## src/rtl/fpdbs_pkg.sv

```systemverilog
`default_nettype none
package fpdbs_pkg;

  // Default width of the saturating tick counters (legal range 16 to 64)
  localparam int COUNT_BITS_DEFAULT = 32;

  // Configuration port
  localparam int CFG_DATA_W  = 32;
  localparam int CFG_INDEX_W = 3;
  localparam int PERIOD_W    = 30;
  localparam int STARV_W     = 32;

  localparam logic [CFG_INDEX_W-1:0] REG_ENABLED        = 3'd0;
  localparam logic [CFG_INDEX_W-1:0] REG_SOURCE         = 3'd1;
  localparam logic [CFG_INDEX_W-1:0] REG_FORCE_PATTERN  = 3'd2;
  localparam logic [CFG_INDEX_W-1:0] REG_PATTERN_SELECT = 3'd3;
  localparam logic [CFG_INDEX_W-1:0] REG_PERIOD_TICKS   = 3'd4;
  localparam logic [CFG_INDEX_W-1:0] REG_STARV_TICKS    = 3'd5;

  localparam logic [PERIOD_W-1:0] PERIOD_RESET = 30'd16000;
  localparam logic [STARV_W-1:0]  STARV_RESET  = 32'd100000;

  // Frame sources (code three behaves as idle)
  localparam logic [1:0] SRC_IDLE    = 2'd0;
  localparam logic [1:0] SRC_STREAM  = 2'd1;
  localparam logic [1:0] SRC_PATTERN = 2'd2;

  // Item operations
  localparam logic OP_TICK   = 1'b0;
  localparam logic OP_SUBMIT = 1'b1;

  // Test patterns
  localparam logic PAT_BLACK = 1'b0;
  localparam logic PAT_GRID  = 1'b1;

  // Held pattern: none, else pattern + 1
  localparam logic [1:0] HELD_NONE = 2'd0;

  // Finish codes
  localparam logic [1:0] FIN_NONE = 2'd0;
  localparam logic [1:0] FIN_DONE = 2'd1;
  localparam logic [1:0] FIN_DROP = 2'd2;

endpackage
`default_nettype wire

```

## src/rtl/fpdbs_if.sv

```systemverilog
`default_nettype none
// Input item channel
interface fpdbs_in_if;
  logic valid;
  logic ready;
  logic operation;
  logic dma_done;
  logic fifo_empty;
  logic build_ok;

  modport source (output valid, output operation, output dma_done,
                  output fifo_empty, output build_ok, input ready);
  modport sink   (input valid, input operation, input dma_done,
                  input fifo_empty, input build_ok, output ready);
endinterface

// Result item channel
interface fpdbs_out_if;
  logic       valid;
  logic       ready;
  logic       start_tx;
  logic       tx_buffer;
  logic       build_buffer;
  logic [1:0] finish;
  logic       late_start;
  logic       frame_repeated;
  logic       frame_superseded;
  logic       starvation_event;
  logic       starved;
  logic       idle_period;
  logic       build_rejected;
  logic       needs_frame;

  modport source (output valid, output start_tx, output tx_buffer, output build_buffer,
                  output finish, output late_start, output frame_repeated,
                  output frame_superseded, output starvation_event, output starved,
                  output idle_period, output build_rejected, output needs_frame,
                  input ready);
  modport sink   (input valid, input start_tx, input tx_buffer, input build_buffer,
                  input finish, input late_start, input frame_repeated,
                  input frame_superseded, input starvation_event, input starved,
                  input idle_period, input build_rejected, input needs_frame,
                  output ready);
endinterface
`default_nettype wire

```

## src/rtl/frame_pacing_double_buffer_scheduler_core.sv

```systemverilog
`default_nettype none
// Channel     Dir  Handshake     Payload
// item_in     in   valid/ready   operation, dma_done, fifo_empty, build_ok
// result_out  out  valid/ready   start_tx .. needs_frame (one result per item)
// cfg         in   cfg_we only   cfg_index, cfg_data (no read-back)
//
// Throughput: one item per cycle while result_out is not stalled; an item passes the
// input register, then the scheduler step is computed into the result register.
// The per-item path is one counter increment and a 32+ bit compare per counter.
// Stalls: result_out.ready low holds the result; one more item waits in the
// input register, then item_in.ready drops.
// Reset (rst, sync, active high): config to defaults, all state and counters cleared.
module frame_pacing_double_buffer_scheduler_core
  import fpdbs_pkg::*;
#(
  parameter int COUNT_BITS = COUNT_BITS_DEFAULT
) (
  input  wire                   clk,
  input  wire                   rst,
  fpdbs_in_if.sink              item_in,
  fpdbs_out_if.source           result_out,
  input  wire                   cfg_we,
  input  wire [CFG_INDEX_W-1:0] cfg_index,
  input  wire [CFG_DATA_W-1:0]  cfg_data
);

  // compare width: covers the counters and 4x period
  localparam int CW = (COUNT_BITS > STARV_W) ? COUNT_BITS : STARV_W;

  // configuration
  logic                enabled;
  logic [1:0]          source;
  logic                force_pattern;
  logic                pattern_select;
  logic [PERIOD_W-1:0] period_ticks;
  logic [STARV_W-1:0]  starvation_ticks;

  // scheduler state
  logic                  ready_index, sending_index, have_frame, fresh_frame, busy;
  logic [1:0]            pattern_held;
  logic                  starved_flag;
  logic [COUNT_BITS-1:0] since_period_start, since_tx_start, since_submit;

  // input register
  logic s1_valid;
  logic s1_op, s1_dma, s1_fifo, s1_ok;
  logic adv;

  // result register
  logic       out_valid;
  logic       r_start, r_txb, r_bb, r_late, r_rep, r_sup, r_sev, r_stv, r_idle, r_rej, r_need;
  logic [1:0] r_fin;

  // step results
  logic                  ready_index_next, sending_index_next, have_frame_next;
  logic                  fresh_frame_next, busy_next, starved_flag_next;
  logic [1:0]            pattern_held_next;
  logic [COUNT_BITS-1:0] since_period_start_next, since_tx_start_next, since_submit_next;
  logic                  o_start, o_bb, o_late, o_rep, o_sup, o_sev, o_idle, o_rej;
  logic [1:0]            o_fin;

  assign adv           = s1_valid && (!out_valid || result_out.ready);
  assign item_in.ready = !s1_valid || adv;

  function automatic logic [COUNT_BITS-1:0] sat_inc(input logic [COUNT_BITS-1:0] v);
    return (&v) ? v : v + COUNT_BITS'(1);
  endfunction

  always_comb begin
    logic [1:0] src;
    logic       do_build;
    logic       pat;
    logic       idx;

    ready_index_next        = ready_index;
    sending_index_next      = sending_index;
    have_frame_next         = have_frame;
    fresh_frame_next        = fresh_frame;
    busy_next               = busy;
    pattern_held_next       = pattern_held;
    starved_flag_next       = starved_flag;
    since_period_start_next = since_period_start;
    since_tx_start_next     = since_tx_start;
    since_submit_next       = since_submit;
    o_start = 1'b0; o_bb = 1'b0; o_late = 1'b0; o_rep = 1'b0; o_sup = 1'b0;
    o_sev = 1'b0; o_idle = 1'b0; o_rej = 1'b0; o_fin = FIN_NONE;
    src = SRC_IDLE; do_build = 1'b0; pat = PAT_BLACK; idx = 1'b0;

    if (!enabled) begin
      o_rej = (s1_op == OP_SUBMIT);
    end else if (s1_op == OP_SUBMIT) begin
      // build into the buffer not being read
      idx  = busy ? ~sending_index : ~ready_index;
      o_bb = idx;
      if (!s1_ok) begin
        o_rej = 1'b1;
      end else begin
        pattern_held_next = HELD_NONE;
        since_submit_next = '0;
        starved_flag_next = 1'b0;
        o_sup             = fresh_frame && have_frame;
        ready_index_next  = idx;
        have_frame_next   = 1'b1;
        fresh_frame_next  = 1'b1;
      end
    end else begin
      since_period_start_next = sat_inc(since_period_start);
      since_tx_start_next     = sat_inc(since_tx_start);
      since_submit_next       = sat_inc(since_submit);

      // end of the running transfer: done, or stalled past 4 periods
      if (busy) begin
        if (s1_dma && s1_fifo) begin
          busy_next = 1'b0;
          o_fin     = FIN_DONE;
        end else if (CW'(since_tx_start_next) > CW'({period_ticks, 2'b00})) begin
          busy_next = 1'b0;
          o_fin     = FIN_DROP;
        end
      end

      if (CW'(since_period_start_next) >= CW'(period_ticks)) begin
        src = force_pattern ? SRC_PATTERN : source;
        if (src == SRC_PATTERN) begin
          do_build = 1'b1;
          pat      = pattern_select;
        end else if (src == SRC_STREAM &&
                     (!have_frame_next || CW'(since_submit_next) > CW'(starvation_ticks))) begin
          // starved: fall back to black
          if (!starved_flag_next) begin
            starved_flag_next = 1'b1;
            o_sev             = 1'b1;
          end
          do_build = 1'b1;
          pat      = PAT_BLACK;
        end

        if (do_build) begin
          if (pattern_held_next == {1'b0, pat} + 2'd1) begin
            fresh_frame_next = 1'b1;   // already in a buffer
          end else begin
            idx  = busy_next ? ~sending_index_next : ~ready_index_next;
            o_bb = idx;
            if (!s1_ok) begin
              o_rej = 1'b1;
            end else begin
              pattern_held_next = {1'b0, pat} + 2'd1;
              o_sup             = fresh_frame_next && have_frame_next;
              ready_index_next  = idx;
              have_frame_next   = 1'b1;
              fresh_frame_next  = 1'b1;
            end
          end
        end

        if (src != SRC_STREAM && src != SRC_PATTERN) begin
          o_idle                  = 1'b1;
          since_period_start_next = '0;
        end else if (busy_next) begin
          o_late = 1'b1;
        end else if (!have_frame_next) begin
          o_idle                  = 1'b1;
          since_period_start_next = '0;
        end else begin
          sending_index_next      = ready_index_next;
          since_tx_start_next     = '0;
          since_period_start_next = '0;
          busy_next               = 1'b1;
          o_rep                   = !fresh_frame_next;
          fresh_frame_next        = 1'b0;
          o_start                 = 1'b1;
        end
      end
    end
  end

  // input register
  always_ff @(posedge clk) begin
    if (rst) begin
      s1_valid <= 1'b0;
    end else if (item_in.ready) begin
      s1_valid <= item_in.valid;
    end
    if (item_in.valid && item_in.ready) begin
      s1_op   <= item_in.operation;
      s1_dma  <= item_in.dma_done;
      s1_fifo <= item_in.fifo_empty;
      s1_ok   <= item_in.build_ok;
    end
  end

  // configuration and scheduler state
  always_ff @(posedge clk) begin
    if (rst) begin
      enabled            <= 1'b0;
      source             <= SRC_IDLE;
      force_pattern      <= 1'b0;
      pattern_select     <= PAT_BLACK;
      period_ticks       <= PERIOD_RESET;
      starvation_ticks   <= STARV_RESET;
      ready_index        <= 1'b0;
      sending_index      <= 1'b0;
      have_frame         <= 1'b0;
      fresh_frame        <= 1'b0;
      busy               <= 1'b0;
      pattern_held       <= HELD_NONE;
      starved_flag       <= 1'b0;
      since_period_start <= '0;
      since_tx_start     <= '0;
      since_submit       <= '0;
    end else if (cfg_we) begin
      unique case (cfg_index)
        REG_ENABLED: begin
          if (cfg_data[0] && !enabled) begin
            // re-arm
            enabled            <= 1'b1;
            ready_index        <= 1'b0;
            sending_index      <= 1'b0;
            have_frame         <= 1'b0;
            fresh_frame        <= 1'b0;
            busy               <= 1'b0;
            pattern_held       <= HELD_NONE;
            starved_flag       <= 1'b0;
            since_period_start <= '0;
            since_tx_start     <= '0;
            since_submit       <= '0;
          end else if (!cfg_data[0] && enabled) begin
            enabled     <= 1'b0;
            busy        <= 1'b0;
            have_frame  <= 1'b0;
            fresh_frame <= 1'b0;
            source      <= SRC_IDLE;
          end
        end
        REG_SOURCE:         source           <= cfg_data[1:0];
        REG_FORCE_PATTERN:  force_pattern    <= cfg_data[0];
        REG_PATTERN_SELECT: pattern_select   <= cfg_data[0];
        REG_PERIOD_TICKS:   period_ticks     <= cfg_data[PERIOD_W-1:0];
        REG_STARV_TICKS:    starvation_ticks <= cfg_data[STARV_W-1:0];
        default: ;
      endcase
    end else if (adv) begin
      ready_index        <= ready_index_next;
      sending_index      <= sending_index_next;
      have_frame         <= have_frame_next;
      fresh_frame        <= fresh_frame_next;
      busy               <= busy_next;
      pattern_held       <= pattern_held_next;
      starved_flag       <= starved_flag_next;
      since_period_start <= since_period_start_next;
      since_tx_start     <= since_tx_start_next;
      since_submit       <= since_submit_next;
    end
  end

  // result register
  always_ff @(posedge clk) begin
    if (rst) begin
      out_valid <= 1'b0;
    end else if (adv) begin
      out_valid <= 1'b1;
    end else if (result_out.ready) begin
      out_valid <= 1'b0;
    end
    if (adv) begin
      r_start <= o_start;
      r_txb   <= sending_index_next;
      r_bb    <= o_bb;
      r_fin   <= o_fin;
      r_late  <= o_late;
      r_rep   <= o_rep;
      r_sup   <= o_sup;
      r_sev   <= o_sev;
      r_stv   <= starved_flag_next;
      r_idle  <= o_idle;
      r_rej   <= o_rej;
      r_need  <= enabled && !fresh_frame_next;
    end
  end

  assign result_out.valid            = out_valid;
  assign result_out.start_tx         = r_start;
  assign result_out.tx_buffer        = r_txb;
  assign result_out.build_buffer     = r_bb;
  assign result_out.finish           = r_fin;
  assign result_out.late_start       = r_late;
  assign result_out.frame_repeated   = r_rep;
  assign result_out.frame_superseded = r_sup;
  assign result_out.starvation_event = r_sev;
  assign result_out.starved          = r_stv;
  assign result_out.idle_period      = r_idle;
  assign result_out.build_rejected   = r_rej;
  assign result_out.needs_frame      = r_need;

endmodule
`default_nettype wire

```

## src/flat_wrapper.sv

```systemverilog
// flat-port wrapper written by rule: the top's interface ports become plain ports
module frame_pacing_double_buffer_scheduler_core_flat import fpdbs_pkg::*;
#(
  parameter int COUNT_BITS = COUNT_BITS_DEFAULT
)
  (clk, rst, cfg_we, cfg_index, cfg_data, item_in_valid, item_in_operation, item_in_dma_done, item_in_fifo_empty, item_in_build_ok, item_in_ready, result_out_valid, result_out_start_tx, result_out_tx_buffer, result_out_build_buffer, result_out_finish, result_out_late_start, result_out_frame_repeated, result_out_frame_superseded, result_out_starvation_event, result_out_starved, result_out_idle_period, result_out_build_rejected, result_out_needs_frame, result_out_ready);
  fpdbs_in_if item_in_i ();
  fpdbs_out_if result_out_i ();
  input  wire clk;
  input  wire rst;
  input  wire cfg_we;
  input  wire [CFG_INDEX_W-1:0] cfg_index;
  input  wire [CFG_DATA_W-1:0] cfg_data;
  input wire logic [$bits(item_in_i.valid)-1:0] item_in_valid;
  input wire logic [$bits(item_in_i.operation)-1:0] item_in_operation;
  input wire logic [$bits(item_in_i.dma_done)-1:0] item_in_dma_done;
  input wire logic [$bits(item_in_i.fifo_empty)-1:0] item_in_fifo_empty;
  input wire logic [$bits(item_in_i.build_ok)-1:0] item_in_build_ok;
  output wire logic [$bits(item_in_i.ready)-1:0] item_in_ready;
  output wire logic [$bits(result_out_i.valid)-1:0] result_out_valid;
  output wire logic [$bits(result_out_i.start_tx)-1:0] result_out_start_tx;
  output wire logic [$bits(result_out_i.tx_buffer)-1:0] result_out_tx_buffer;
  output wire logic [$bits(result_out_i.build_buffer)-1:0] result_out_build_buffer;
  output wire logic [$bits(result_out_i.finish)-1:0] result_out_finish;
  output wire logic [$bits(result_out_i.late_start)-1:0] result_out_late_start;
  output wire logic [$bits(result_out_i.frame_repeated)-1:0] result_out_frame_repeated;
  output wire logic [$bits(result_out_i.frame_superseded)-1:0] result_out_frame_superseded;
  output wire logic [$bits(result_out_i.starvation_event)-1:0] result_out_starvation_event;
  output wire logic [$bits(result_out_i.starved)-1:0] result_out_starved;
  output wire logic [$bits(result_out_i.idle_period)-1:0] result_out_idle_period;
  output wire logic [$bits(result_out_i.build_rejected)-1:0] result_out_build_rejected;
  output wire logic [$bits(result_out_i.needs_frame)-1:0] result_out_needs_frame;
  input wire logic [$bits(result_out_i.ready)-1:0] result_out_ready;
  assign item_in_i.valid = item_in_valid;
  assign item_in_i.operation = item_in_operation;
  assign item_in_i.dma_done = item_in_dma_done;
  assign item_in_i.fifo_empty = item_in_fifo_empty;
  assign item_in_i.build_ok = item_in_build_ok;
  assign item_in_ready = item_in_i.ready;
  assign result_out_valid = result_out_i.valid;
  assign result_out_start_tx = result_out_i.start_tx;
  assign result_out_tx_buffer = result_out_i.tx_buffer;
  assign result_out_build_buffer = result_out_i.build_buffer;
  assign result_out_finish = result_out_i.finish;
  assign result_out_late_start = result_out_i.late_start;
  assign result_out_frame_repeated = result_out_i.frame_repeated;
  assign result_out_frame_superseded = result_out_i.frame_superseded;
  assign result_out_starvation_event = result_out_i.starvation_event;
  assign result_out_starved = result_out_i.starved;
  assign result_out_idle_period = result_out_i.idle_period;
  assign result_out_build_rejected = result_out_i.build_rejected;
  assign result_out_needs_frame = result_out_i.needs_frame;
  assign result_out_i.ready = result_out_ready;
  frame_pacing_double_buffer_scheduler_core #(.COUNT_BITS(COUNT_BITS)) u_core (.clk(clk), .rst(rst), .item_in(item_in_i), .result_out(result_out_i), .cfg_we(cfg_we), .cfg_index(cfg_index), .cfg_data(cfg_data));
endmodule
```

## config.mk

```make
export PLATFORM = sky130hd
export DESIGN_NAME = frame_pacing_double_buffer_scheduler_core_flat
export DESIGN_NICKNAME = d
export VERILOG_FILES = /design/src/rtl/fpdbs_pkg.sv /design/src/rtl/fpdbs_if.sv /design/src/rtl/frame_pacing_double_buffer_scheduler_core.sv /design/src/flat_wrapper.sv
export SDC_FILE = /design/constraint.sdc
export NUM_CORES = 1
export LEC_CHECK = 0
export BUFFER_PORTS_ARGS = -buffer_cell sky130_fd_sc_hd__buf_2
export CORE_ASPECT_RATIO = 0.6
export CORE_UTILIZATION = 55
export CTS_CLUSTER_DIAMETER = 80
export DETAILED_ROUTE_END_ITERATION = 8
export GPL_TIMING_DRIVEN = 0
export PLACE_DENSITY = 0.7
export SLEW_MARGIN = 15
export SYNTH_ARGS = -nofsm -noshare
export SYNTH_HDL_FRONTEND = slang
export SYNTH_SLANG_ARGS = --single-unit
```

## constraint.sdc

```tcl
create_clock -name clk -period 5.7 [get_ports clk]
set_clock_uncertainty 0.05 [all_clocks]
set_input_delay 0.57 -clock clk [delete_from_list [all_inputs] [get_ports clk]]
set_output_delay 0.57 -clock clk [all_outputs]
set_load 0.005 [all_outputs]
```

==> impl_metrics.yaml <==
yosys:
  synthesis.area_mm2: 0.0119
  ys_dominant_reg_cell: "sky130_fd_sc_hd__dfxtp_1"
  yosys.area.top_type: "sky130_fd_sc_hd__dfxtp_1"
  synth.ff_latch_count: 190
  synth.top_cells.by_count: "sky130_fd_sc_hd__nand2_1, sky130_fd_sc_hd__dfxtp_1, sky130_fd_sc_hd__a21oi_1"
  netlist_top_cells_area: "sky130_fd_sc_hd__dfxtp_1, sky130_fd_sc_hd__ha_1, sky130_fd_sc_hd__nand2_1"
  yosysSeqAreaShare_pct: 33.5
  number_of_flops_mapped_to_enable_cells_by_yosys: 17
  netlist.area_leader.share_pct: 29.2
  postSynth.asyncResetShare_pct: 0
  post_synth_inst_count: 1489
  syn_avg_cell_area_um2: 7.97
  post-synth-top-count-cell: "sky130_fd_sc_hd__nand2_1"
  syn_nets: 1632
  synth.yosys.warnings: 0
  synth.lib_cells_used.distinct: 79
clock_network:
  tritoncts_num_sinks: 190
  clock_tree.buffer_depth: 2
  worst_setup_hold_path_clk_slew_ns: 0.07
  clock_tree.htree_level_count: 4
  clock_tree_root_driver_cell: "sky130_fd_sc_hd__clkbuf_16"
  numCtsBuffers: 17
  cts_tree: "built"
  cts_hold_repair.buffers: 0
  insertion_delay_ns: 0.45
run_status:
  run_status: "finished, final reports clean"
global_route:
  initial_antenna_violation_count: 0
  groute.usage.overall_pct: 34.8
  largest_net_degree_at_the_start_of_global_routing: 17
  grt_pass1_wl_um: 57400
  overflow: 0
  grt_pass1_vias: 9955
route:
  drt_iter0_markers: 1630
  wl_um: 37900
  viasPerCell: 6.14
  number_of_antenna_violating_nets_in_the_routed_design: 0
  remaining_drc_errors: 0
  first_pass_iters: 5
  routed-via-count: 11400
  routedWlPerCell_um: 20.4
power:
  finalPower_mw: 2.69
  vdd_drop_max_mv: 0.211
  power.density_mw_per_mm2: 204
  static-leakage-power_nw: 5.34
finish:
  fill_cells: 1912
  layout.nets: 1711
  finalNonFillerCells: 1860
  antenna_cells: 0
  synthToLayoutAreaGrowth_pct: 11.3
  final_layout_size_suffix_gt1_share_pct: 9.30
worst_setup_path:
  timing.rr.start: "u_core.since_submit[7]$_SDFFE_PP0P_"
  data_required_time_of_the_worst_path_ns: 5.97
  cell_with_the_most_instances_on_the_worst_path: "sky130_fd_sc_hd__nand4_1"
  worst_path_largest_cell_delay_ns: 0.58
  crit_fanout: 8
  cp-end-kind: "flip-flop"
  arrival_ns: 5.75
  slowest_stage: "sky130_fd_sc_hd__nor3_1"
  setup_crit_start_kind: "flip-flop"
  cp-startpoint: "u_core.since_submit[7]$_SDFFE_PP0P_"
  cp_cell_sequence: "clkbuf_1 -> and4_1 -> nand4_1 -> or2_2 -> nor3_1 -> nand4_1 -> xnor2_1 -> ha_1 -> nand4_1 -> nor4_4 -> o41a_1 -> o211ai_1 -> a21oi_2 -> o21bai_1 -> a22oi_1 -> o22ai_1"
  category_of_the_most_critical_setup_path: "reg2reg"
floorplanning:
  die-height_um: 116
  rows: 41
  die_area_mm2: 0.0222
  placeableCoreArea_mm2: 0.0211
  num_io_pins: 59
  start_util_pct: 56.3
  x_dimension_of_the_die_um: 192
timing:
  worstMarginPinSlew_ns: 1.03
  max_transition_margin_pct: 31.5
  finalSetupViolCount: 0
  hold_viol_final: 0
  period_share_pct: 96.1
  clock.fmax_ghz: 0.183
  final_worst_path_period_need_ns: 5.48
  timing.final.max_slew_violations: 0
hold_path:
  hold_path.class: "in2reg"
  min-delay-start: "item_in_dma_done"
placed_design:
  place.detailed.hpwl_um: 29000
  final_estimated_routing_congestion_in_global_placement: 0.949
  placed_cells: 1824
  port-buffer-count: 56
job:
  total_of_max_cap_violations: 0
-- per-stage QoR --
stage	hold slack (ns)	cell area [um^2]	utilization (%)	setup TNS [ns]	worst slack, ns
global placement	0.392	12500	59.3	-25.97	-0.571
detailed placement	0.397	12500	59.3	-28.44	-0.568
floorplan	0.377	11900	-	0	0.855
finish	0.241	13200	62.6	0	0.222
global route	0.227	13200	62.6	-0.0632	-0.0193
CTS	0.226	13100	61.9	0	0.0507
-- path summary, 6_finish.rpt --
kind / slack [ns] / to / cells past startpoint
max: 0.22 / u_core.pattern_held[0]$_SDFFE_PP0P_ / 16
min: 0.24 / u_core.s1_dma$_DFFE_PP_ / 1
max reg2reg: 0.22 / u_core.pattern_held[0]$_SDFFE_PP0P_ / 16
min reg2reg: 0.40 / u_core.starvation_ticks[25]$_SDFFE_PP0P_ / 2
-- cell type report --
| cell class | instances | area, um^2 | area share [%] |
|---|---|---|---|
| multi-input combinational | 1134 | 7350 | 55.7 |
| sequential | 190 | 3980 | 30.1 |
| clock buffer | 22 | 444 | 3.36 |
| buffer | 78 | 355 | 2.69 |
| tap | 279 | 349 | 2.64 |
| timing repair buffer | 61 | 330 | 2.50 |
| inverter | 86 | 323 | 2.44 |
| clock inverter | 10 | 72.6 | 0.550 |
-- report_power, final --
part | leakage [nW] | switching, mW | internal, mW | total (mW)
Sequential | 1.56 | 0.00892 | 1.36 | 1.37
Clock | 0.252 | 0.542 | 0.593 | 1.13
Combinational | 3.52 | 0.131 | 0.0545 | 0.185
Total | 5.34 | 0.682 | 2.01 | 2.69
-- placed cells by master, fill, tap and decap left out, drive strengths merged, types with 6 or more instances in the layout --
master / n
nand3b: 6
o31ai: 12
nor2: 119
ha: 99
buf: 79
xnor2: 49
clkbuf: 82
xor2: 35
and2: 14
clkinv: 8
o211ai: 18
o21ai: 75
a21oi: 132
a21o: 17
or2: 6
nor4: 7
inv: 86
mux2i: 10
a211oi: 10
edfxtp: 17
nand4: 46
nand2: 224
nand2b: 9
dfxtp: 173
a22o: 15
nor2b: 13
and4: 17
a31oi: 25
nor3: 22
and3: 19
a22oi: 30
nand3: 51
-- timing repair --
item,CTS,global route
resized for setup,7,19
cloned,0,0
buffers inserted,0,5
endpoints found under the setup margin,78,81
pin swaps,0,4
-- layer usage --
layer	global-route usage [%]	part of all wire, %
met1	56.3	51
met2	44.3	36
met3	9.48	12
met4	6.93	1.1
met5	0	0
-- critical path, delay by kind of cell (launching register included) --
| family | cells | cell delay [ns] |
|---|---|---|
| AND/OR/NAND/NOR | 7 | 2.66 |
| flip-flops | 1 | 0.31 |
| AO/OA/AOI/OAI | 6 | 1.50 |
| adder cells (fa/ha/maj) | 1 | 0.31 |
| buffers and inverters | 1 | 0.29 |
| XOR/XNOR | 1 | 0.23 |
-- cell families after synthesis --
| kind of cell | share of synthesized area, % |
|---|---|
| AND/OR/NAND/NOR | 23.4 |
| AO/OA/AOI/OAI | 19.6 |
| flip-flops | 33.5 |
| buffers and inverters | 5.74 |
| adder cells (fa/ha/maj) | 10.4 |
| XOR/XNOR | 6.20 |
| multiplexers | 1.13 |
-- sequential cells by signal, indices dropped and copies added, names as in the netlist, 2 cells and up --
signal,flops
u_core.result_out.finish,2
u_core.source,2
u_core.since_submit,32
u_core.starvation_ticks,32
u_core.since_period_start,32
u_core.pattern_held,2
u_core.period_ticks,30
u_core.since_tx_start,32
Power figures use the tool's default switching activity.
